## config.mk

```make
export PLATFORM = sky130hd
export DESIGN_NAME = bounded_list_table_unit
export DESIGN_NICKNAME = d
export VERILOG_FILES = /design/src/hw/rtl/blt_pkg.sv /design/src/hw/rtl/bounded_list_table_unit.sv
export SDC_FILE = /design/constraint.sdc
export NUM_CORES = 2
export LEC_CHECK = 0
export ABC_AREA = 1
export BUFFER_PORTS_ARGS = -buffer_cell sky130_fd_sc_hd__buf_2
export CORE_ASPECT_RATIO = 0.75
export CORE_UTILIZATION = 40
export CTS_BUF_LIST = sky130_fd_sc_hd__clkbuf_4
export CTS_CLUSTER_DIAMETER = 200
export CTS_CLUSTER_SIZE = 12
export DETAILED_ROUTE_END_ITERATION = 8
export PLACE_DENSITY = 0.64
export SKIP_CTS_REPAIR_TIMING = 1
export SLEW_MARGIN = 20
export SYNTH_ARGS = -nofsm -noshare
export SYNTH_HDL_FRONTEND = slang
export SYNTH_SLANG_ARGS = --single-unit
```

## constraint.sdc

```tcl
create_clock -name clk -period 12.91 [get_ports clk]
set_input_delay 2.582 -clock clk [delete_from_list [all_inputs] [get_ports clk]]
set_output_delay 2.582 -clock clk [all_outputs]
set_load 0.03 [all_outputs]
```

## src/hw/rtl/blt_pkg.sv

```systemverilog
// ---------------------------------------------------------------------------
// blt_pkg: shared types for the bounded list table unit
// Operation codes, transfer payload structs and controller states.
// ---------------------------------------------------------------------------
`default_nettype none

package blt_pkg;

  localparam logic [2:0] KIND_APPEND    = 3'd0;
  localparam logic [2:0] KIND_DEL_VALUE = 3'd1;
  localparam logic [2:0] KIND_DEL_INDEX = 3'd2;
  localparam logic [2:0] KIND_FIND      = 3'd3;
  localparam logic [2:0] KIND_GET       = 3'd4;
  localparam logic [2:0] KIND_SET       = 3'd5;

  localparam int POS_W = 6;
  localparam int LEN_W = 7;
  localparam int VAL_W = 32;

  typedef struct packed {
    logic [2:0]              kind;
    logic [POS_W-1:0]        position;
    logic signed [VAL_W-1:0] value;
  } in_item_t;

  typedef struct packed {
    logic                    ok;
    logic [POS_W-1:0]        found_position;
    logic signed [VAL_W-1:0] read_value;
    logic [LEN_W-1:0]        length;
    logic                    is_empty;
  } out_item_t;

  typedef enum logic [1:0] {
    ST_IDLE,
    ST_GET,
    ST_SCAN,
    ST_SHIFT
  } state_t;

endpackage

`default_nettype wire

```

## src/hw/rtl/bounded_list_table_unit.sv

```systemverilog
// ---------------------------------------------------------------------------
// bounded_list_table_unit: packed list of signed 32-bit values
// Append, delete by value or index, find, get and set on a list held in a
// single-port-read, single-port-write synchronous memory of CAPACITY entries.
// ---------------------------------------------------------------------------
// Usage:
//   An item transfers when start is high and busy is low. Each item yields
//   exactly one result, shown for one cycle with out_valid high; the
//   receiver cannot stall, so results are never held.
//   Sequence from accept to out_valid:
//     append, set, failed ops      result registered, busy stays low (next item next cycle)
//     get                          memory read, then result
//     find                         scan of up to length entries (one entry per cycle)
//     delete value                 search as find, then the shift below
//     delete index                 shift of the entries above position,
//                                  none when the last entry goes
//   The registered memory read port paces both loops: the search compares one
//   entry per cycle, and the gap-closing shift moves one entry per cycle,
//   writing each entry in the cycle after its read.
//   Reset clears the length to zero and idles the controller; memory
//   contents are not cleared, entries past the length are never read.
// ---------------------------------------------------------------------------
`default_nettype none

module bounded_list_table_unit #(
  parameter int CAPACITY = 64
) (
  input  wire logic              clk,
  input  wire logic              rst_n,
  input  wire logic              start,
  output logic                   busy,
  input  wire blt_pkg::in_item_t in_data,
  output logic                   out_valid,
  output blt_pkg::out_item_t     out_data
);

  localparam int IDX_W = (CAPACITY > 2) ? $clog2(CAPACITY) : 1;
  localparam int CNT_W = $clog2(CAPACITY + 1);
  localparam int CMP_W = (CNT_W > blt_pkg::POS_W) ? CNT_W : blt_pkg::POS_W;
  localparam logic [CNT_W-1:0] CAP_CNT = CNT_W'(CAPACITY);

  logic signed [31:0] mem [CAPACITY];

  blt_pkg::state_t    state_r, state_nxt;
  logic [CNT_W-1:0]   count_r, count_nxt;
  logic [CNT_W-1:0]   ptr_r, ptr_nxt;
  logic               rd_vld_r, rd_vld_nxt;
  logic [IDX_W-1:0]   rd_idx_r, rd_idx_nxt;
  blt_pkg::in_item_t  op_r, op_nxt;
  blt_pkg::out_item_t out_r, out_nxt;
  logic               out_valid_r, out_valid_nxt;

  logic               rd_en;
  logic [IDX_W-1:0]   rd_addr;
  logic signed [31:0] rd_q;
  logic               wr_en;
  logic [IDX_W-1:0]   wr_addr;
  logic signed [31:0] wr_data;

  logic [CMP_W-1:0]   pos_ext;
  logic [CMP_W-1:0]   cnt_ext;
  logic               accept;
  logic               hit;
  logic               res_ok;
  logic [blt_pkg::POS_W-1:0] res_fpos;
  logic signed [31:0] res_val;

  assign accept  = start && (state_r == blt_pkg::ST_IDLE);
  assign pos_ext = CMP_W'(in_data.position);
  assign cnt_ext = CMP_W'(count_r);
  assign hit     = rd_vld_r && (rd_q == op_r.value);

  // memory: one write port, one registered read port
  always_ff @(posedge clk) begin
    if (wr_en) begin
      mem[wr_addr] <= wr_data;
    end
    if (rd_en) begin
      rd_q <= mem[rd_addr];
    end
  end

  always_ff @(posedge clk) begin
    if (!rst_n) begin
      state_r     <= blt_pkg::ST_IDLE;
      count_r     <= '0;
      rd_vld_r    <= 1'b0;
      out_valid_r <= 1'b0;
    end else begin
      state_r     <= state_nxt;
      count_r     <= count_nxt;
      rd_vld_r    <= rd_vld_nxt;
      out_valid_r <= out_valid_nxt;
    end
  end

  always_ff @(posedge clk) begin
    ptr_r    <= ptr_nxt;
    rd_idx_r <= rd_idx_nxt;
    op_r     <= op_nxt;
    out_r    <= out_nxt;
  end

  always_comb begin
    state_nxt     = state_r;
    count_nxt     = count_r;
    ptr_nxt       = ptr_r;
    rd_vld_nxt    = 1'b0;
    rd_idx_nxt    = rd_idx_r;
    op_nxt        = op_r;
    out_valid_nxt = 1'b0;
    rd_en         = 1'b0;
    rd_addr       = '0;
    wr_en         = 1'b0;
    wr_addr       = '0;
    wr_data       = '0;
    res_ok        = 1'b0;
    res_fpos      = '0;
    res_val       = '0;

    unique case (state_r)
      blt_pkg::ST_IDLE: begin
        if (accept) begin
          op_nxt = in_data;
          unique case (in_data.kind)
            blt_pkg::KIND_APPEND: begin
              out_valid_nxt = 1'b1;
              if (count_r < CAP_CNT) begin
                wr_en     = 1'b1;
                wr_addr   = count_r[IDX_W-1:0];
                wr_data   = in_data.value;
                count_nxt = count_r + CNT_W'(1);
                res_ok    = 1'b1;
                res_val   = in_data.value;
              end
            end
            blt_pkg::KIND_SET: begin
              out_valid_nxt = 1'b1;
              if (pos_ext < CMP_W'(CAPACITY)) begin
                wr_en   = 1'b1;
                wr_addr = pos_ext[IDX_W-1:0];
                wr_data = in_data.value;
                res_ok  = 1'b1;
              end
            end
            blt_pkg::KIND_GET: begin
              if (pos_ext < cnt_ext) begin
                rd_en     = 1'b1;
                rd_addr   = pos_ext[IDX_W-1:0];
                state_nxt = blt_pkg::ST_GET;
              end else begin
                out_valid_nxt = 1'b1;
              end
            end
            blt_pkg::KIND_DEL_INDEX: begin
              if (pos_ext < cnt_ext) begin
                ptr_nxt   = pos_ext[CNT_W-1:0] + CNT_W'(1);
                state_nxt = blt_pkg::ST_SHIFT;
              end else begin
                out_valid_nxt = 1'b1;
              end
            end
            blt_pkg::KIND_FIND, blt_pkg::KIND_DEL_VALUE: begin
              if (count_r != '0) begin
                ptr_nxt   = '0;
                state_nxt = blt_pkg::ST_SCAN;
              end else begin
                out_valid_nxt = 1'b1;
              end
            end
            default: begin
              out_valid_nxt = 1'b1;
            end
          endcase
        end
      end

      blt_pkg::ST_GET: begin
        out_valid_nxt = 1'b1;
        res_ok        = 1'b1;
        res_val       = rd_q;
        state_nxt     = blt_pkg::ST_IDLE;
      end

      blt_pkg::ST_SCAN: begin
        // reads run one entry ahead of the compare
        if (hit) begin
          if (op_r.kind == blt_pkg::KIND_FIND) begin
            out_valid_nxt = 1'b1;
            res_ok        = 1'b1;
            res_fpos      = blt_pkg::POS_W'(rd_idx_r);
            state_nxt     = blt_pkg::ST_IDLE;
          end else begin
            ptr_nxt   = CNT_W'(rd_idx_r) + CNT_W'(1);
            state_nxt = blt_pkg::ST_SHIFT;
          end
        end else if (ptr_r < count_r) begin
          rd_en      = 1'b1;
          rd_addr    = ptr_r[IDX_W-1:0];
          rd_vld_nxt = 1'b1;
          rd_idx_nxt = ptr_r[IDX_W-1:0];
          ptr_nxt    = ptr_r + CNT_W'(1);
        end else begin
          out_valid_nxt = 1'b1;
          state_nxt     = blt_pkg::ST_IDLE;
        end
      end

      blt_pkg::ST_SHIFT: begin
        // read entry k, write it to k-1 in the following cycle; reads stay above writes
        if (rd_vld_r) begin
          wr_en   = 1'b1;
          wr_addr = rd_idx_r - IDX_W'(1);
          wr_data = rd_q;
        end
        if (ptr_r < count_r) begin
          rd_en      = 1'b1;
          rd_addr    = ptr_r[IDX_W-1:0];
          rd_vld_nxt = 1'b1;
          rd_idx_nxt = ptr_r[IDX_W-1:0];
          ptr_nxt    = ptr_r + CNT_W'(1);
        end else if (!rd_vld_r) begin
          count_nxt     = count_r - CNT_W'(1);
          out_valid_nxt = 1'b1;
          res_ok        = 1'b1;
          state_nxt     = blt_pkg::ST_IDLE;
        end
      end

      default: begin
        state_nxt = blt_pkg::ST_IDLE;
      end
    endcase

    out_nxt.ok             = res_ok;
    out_nxt.found_position = res_fpos;
    out_nxt.read_value     = res_val;
    out_nxt.length         = blt_pkg::LEN_W'(count_nxt);
    out_nxt.is_empty       = (count_nxt == '0);
  end

  assign busy      = (state_r != blt_pkg::ST_IDLE);
  assign out_valid = out_valid_r;
  assign out_data  = out_r;

endmodule

`default_nettype wire

```

Yosys cells after proc, flatten, opt, wreduce, memory -nomap -nowiden --
Memory sizes are Yosys's and may differ from the RTL's. A register that Yosys moved wholly into a read port is not among the register bits. Index checks and enable logic that the tools add are counted.
Word-level totals: logic and storage cells 137, memories kept 1, bits of input ports 44, output and inout bits 49, bits in writable memories 2048, register bits 106
Memory list:
- mem | depth 64, width 32, rd ports 1, clocked after Yosys merged registers in 1, write ports 1, RTL line bounded_list_table_unit.sv:42 | logic signed [31:0] mem [CAPACITY];
Operators by class: order comparisons 4, equal/unequal tests 21, mux-type cells 76, reduce and logical (&&, ||, !) cells 16, add/sub/neg operators 6
Operators by type and width (number):
- 2-to-1 mux 32 bit | 6
- case mux 32 bit (2 select lines) | 3
- 2-to-1 mux 7 bit | 11
- 2-to-1 mux 6 bit | 11
- case mux 6 bit (2 select lines) | 3
- == test 32 bit | 1
- case mux 7 bit (2 select lines) | 2
- case mux 7 bit (3 select lines) | 1
- 2-to-1 mux 1 bit | 20
- 2-to-1 mux 2 bit | 9
- case mux 6 bit (3 select lines) | 1
- != test 3 bit, second input constant | 5
- adder 6 x 1 -> 7 bit, second input constant | 2
- adder 7 x 1 -> 7 bit, second input constant | 2
- == test 3 x 2 -> 1 bit, second input constant | 3
- != test 2 bit, second input constant | 4
- case mux 1 bit (2 select lines) | 4
- case mux 1 bit (4 select lines) | 2
- case mux 2 bit (4 select lines) | 1
- AND reduction 8 bit | 1
- logical NOT 7 bit | 1
- less-than comparator 6 x 7 -> 1 bit | 1
- less-than comparator 6 x 7 -> 1 bit, second input constant | 1
- less-than comparator 7 bit | 1
- other kinds (21) | 27

Depth between registers and ports, before layout --
depth after elaboration 7, mapped depth 23, gate-level depth less buffers 21

Least setup slack after synthesis --
No wires, ideal clock.
kind input-to-reg, start in start, end mem mem[0][0] (data pin), buffers on the path 1, data arrival time 6031 ps, path slack 6331 ps, cell stages on the path 7, library setup time 548 ps, required time 12362 ps, path through nand2_1 > inv_1 > o21ai_0 > clkinv_1 > clkbuf_1 > nand2_1 > a21oi_1
On the way: word-level cells in the longest chain between the ends 3
Ends and longest elaborated chain:
- start, declared | RTL line bounded_list_table_unit.sv:30 | input wire logic start,
- logical AND 1 bit | RTL line bounded_list_table_unit.sv:68 | assign accept = start && (state_r == blt_pkg::ST_IDLE);
- 2-to-1 mux 32 bit | RTL line bounded_list_table_unit.sv:123 | if (accept) begin
- case mux 32 bit (2 select lines) | RTL line bounded_list_table_unit.sv:121 | unique case (state_r)
- named net wr_data[0] | RTL line bounded_list_table_unit.sv:58 | logic signed [31:0] wr_data;
- end, declared | RTL line bounded_list_table_unit.sv:42
The timed path passes the listed nets, and every way through them passes these cells.

Final worst setup path --
start in in_data[36] (netlist name), end reg rd_q[29] (read register of mem) (data pin)
On the way: word-level cells in the longest chain between the ends 5, elaborated cells on any way between the ends 9, classes of those cells 1 x order compare; 8 x mux
Ends and longest elaborated chain:
- start, declared | RTL line bounded_list_table_unit.sv:32 | input wire blt_pkg::in_item_t in_data,
- less-than comparator 6 x 7 -> 1 bit | RTL line bounded_list_table_unit.sv:147 | if (pos_ext < cnt_ext) begin
- 2-to-1 mux 6 bit or 2-to-1 mux 1 bit (tied branches) | RTL line bounded_list_table_unit.sv:147
- 2-to-1 mux 6 bit or 2-to-1 mux 1 bit (tied branches) | RTL line bounded_list_table_unit.sv:125 | unique case (in_data.kind)
- 2-to-1 mux 6 bit or 2-to-1 mux 1 bit (tied branches) | RTL line bounded_list_table_unit.sv:123
- case mux 6 bit (3 select lines) or case mux 1 bit (3 select lines) (tied branches) | RTL line bounded_list_table_unit.sv:121
- end, declared | RTL line bounded_list_table_unit.sv:55 | logic signed [31:0] rd_q;
Several ways; a longest one is shown, not always the timed one. A chain may end at the register's enable or synchronous reset.

==> qor.txt <==
Die area: 229000 µm²
Count of state elements after synthesis: 2186
Post-synthesis sequential area ratio: 0.717
Largest net degree at the start of global routing: 191
Clk sinks: 2186
Netlist cell types: 48
Xor and xnor area share after synthesis: 0.00164
GRT Util Overall: 0.244
CORE AREA: 224000 µm²
WL/cell: 27.1 µm
Max Cap Violations: 0
Hold Path Class: reg -> reg
Mapped Nets: 7734
Clk_lat worst skew: 1.29 ns
Sequential power share: 0.546
Largest family of logic cells by synthesized area: simple AND/OR/NAND/NOR gates
Crit Path Class: in -> reg
Multi-input logic area: 23300 µm²
Detail Route Antenna Nets: 0
Final Max Slew Viols: 0
Clock skew: 0.116 ns
DRT Wirelength: 287000 µm
CTS Buf Count: 208
Clk buf depth: 4
Number of antenna violations at the first check in global routing: 16
Final setup viols: 0
Nets: 7626
Vias: 63825
Crit end category: flop
Ys flop type: edfxtp_1
Root Buffer: clkbuf_4
DR vias/cell: 6.05
Max_slew headroom: 0.212
Mux cell area share after synthesis: 0
Final Hold Fails: 0
Final worst path period need: 7.09 ns
Die Y: 414 µm
Num rows: 150
Max stage delay on crit path: 0.80 ns
DR iter-0 viols: 10318
Post-synth EDFFs: 2128
Post-synthesis compound-gate area fraction: 0.00995
Top cells by area, synth: edfxtp_1, nand3_1, nand2_1
Mapped Cells: 7666
Psw: 5.29 mW
Status: complete, no violations
Buffers added on ports: 92
LEAKAGE: 33.5 nW
Die width: 552 µm
Initial Util: 0.405
Slew @ Worst Pin: 1.18 ns
Fraction of registers with async set/reset: 0
Drc violations: 0
Adder-cell share of the synthesized area: 0.00331
Period utilization: 0.549
First-pass GRT wire length: 411000 µm
Pwr dens: 156 nW/µm²
I/O Pins: 93
Area delta synth->final: 6.16%
Detailed Place HPWL: 149000 µm
Vias in the first global route: 58167
Combinational Power Share: 0.248
Fill cell total of the finished layout: 20549
CTS tree: yes
Int Pwr: 9.72 mW
Simple-gate portion of the synthesized area: 0.232
Mapped Area: 90700 µm²
Startpoint Class: input port
Crit-path slowest cell: buf_4
VDD IR max: 0.000141 V
Yosys top cell by area: edfxtp_1
Top cell type's share of synthesized area: 0.705
Final Util: 0.430
Syn avg cell area: 11.8 µm²
RSZ-0062 raised after global routing: no
Cell Chain, Critical Path: buf_2 -> ha_1 -> a21oi_1 -> o21ai_1 -> nor2_2 -> nand2_2 -> clkinv_1 -> nand3_2 -> nand3_4 -> buf_4 -> buf_4 -> buf_4 -> buf_4 -> nand3_1 -> nand3_1 -> nand3_1 -> nand3_1 -> nand3_1 -> nand2_1 -> nand2_1 -> nand2_1
Data arrival time of the worst path: 8.17 ns
Clock network power share: 0.206
Most used cell, CP: nand3_1
Critical path peak fanout: 81
Fmax: 141 MHz
Hold Worst Slack: 0.526 ns
Flip-flop and latch area: 65100 µm²
GRT overflow: 0
Htree depth: 4
RD Place Congestion: 0.874
First drt pass iteration count: 6
CP required: 13.99 ns
YS warnings: 0
Final setup TNS: 0 ns
Sw Share: 0.352
Clock slew at the register clock pins of the worst setup and hold paths: 0.14 ns
Share of cells above drive strength 1: 0.0816
critical path: cells and delay by family:
kind	cells	cell delay [ns]
AOI/OAI and AO/OA	2	0.30
adders and majority gates	1	0.31
buffers and inverters	6	3.00
and+or+nand+nor	12	1.76
stage by stage:
stage	area, µm²	worst slack, ns	power (mW)	cells
final	96300	5.82	15.0	10555
after global routing	96300	5.59	15.5	10553
after CTS	96300	6.16	14.9	10546
after detailed placement	94400	4.81	12.0	10312
after global placement	94400	4.84	11.9	10312
after floorplan	90700	6.33	10.5	7666
path summary, 6_finish.rpt:
path / endpoint / slack [ns] / depth (start not counted) / from
worst max register to register: rd_q[29] / 6.31 / 21 / cnt_ext[2]
worst min-delay path: state_r[0] / 0.53 / 2 / state_r[0]
worst min register to register: state_r[0] / 0.53 / 2 / state_r[0]
worst max-delay path: rd_q[29] / 5.82 / 21 / in_data[36]
synthesized netlist by cell type, types with 2 or more instances:
master,instances
buf_1,21
or3_1,2
o211ai_1,5
a22o_1,6
clkbuf_1,182
a31oi_1,3
nand2_1,1433
xnor2_1,14
buf_4,55
a32o_1,5
dfxtp_1,58
inv_2,14
nand4_1,12
o31ai_1,2
xor2_1,3
buf_6,2
a21oi_1,54
o221ai_1,3
nand3b_1,2
buf_2,317
o21a_1,2
inv_1,103
edfxtp_1,2128
o21ai_1,2
nor3_1,14
ha_1,24
a21o_1,2
nand2_2,2
o22ai_1,8
nor4_1,4
o21ai_0,50
clkinv_1,3
nand3_2,3
a22oi_1,3
nand3_1,2952
o2111ai_1,2
a2111oi_0,2
nor2_1,159
placed cells by master, fill, tap and decap left out, types with 22 or more instances in the layout:
master	n
clkbuf_4	227
buf_2	92
edfxtp_1	2128
o21ai_0	49
buf_4	157
nor2_4	64
inv_1	100
a21oi_1	22
ha_1	23
a21oi_4	32
nand3_1	2952
dfxtp_1	58
nor2_1	94
nand2_1	1430
routing by layer:
metal / share of wire / global-route usage / up-vias
met5: 0.00028 / 0 / -
met4: 0.028 / 0.0682 / 12
met3: 0.15 / 0.0822 / 522
met2: 0.42 / 0.340 / 4412
met1: 0.40 / 0.359 / 31254
li1: - / - / 27625
final cells by class:
| cell class | instances | share of cell area |
|---|---|---|
| Timing Repair Buffer | 259 | 0.0191 |
| Antenna cell | 9 | 0.000234 |
| Clock buffer | 227 | 0.0177 |
| Sequential cell | 2186 | 0.676 |
| Multi-Input combinational cell | 4783 | 0.242 |
| Tap cell | 2964 | 0.0385 |
| Clock inverter | 7 | 0.00172 |
| Inverter | 120 | 0.00496 |
kinds of logic (layout without fill, tap and decap cells):
family / Yosys count / after routing
and+or+nand+nor: 4589 / 4589
other: 0 / 9
adders and majority gates: 24 / 24
AOI/OAI and AO/OA: 153 / 153
buffers and inverters: 697 / 613
DFF: 2186 / 2186
xor gates and xnor gates: 17 / 17
registers in the layout, indices dropped and copies added, names as in the netlist:
register and count:
rd_vld_r 1, ptr_r 7, rd_q 32, out_valid 1
cnt_ext 7, state_r 2, op_r 35, rd_idx_r 6
mem 2048, out_data 47
power by group through the flow:
stage,logic [mW],registers [mW],clock network (mW)
detailed placement,3.62,8.35,0
global route,3.95,8.21,3.36
global placement,3.58,8.34,0
CTS,3.63,8.18,3.12
finish,3.73,8.20,3.09
floorplan,2.17,8.37,0
Note: power is estimated with default switching activity, not from simulation.
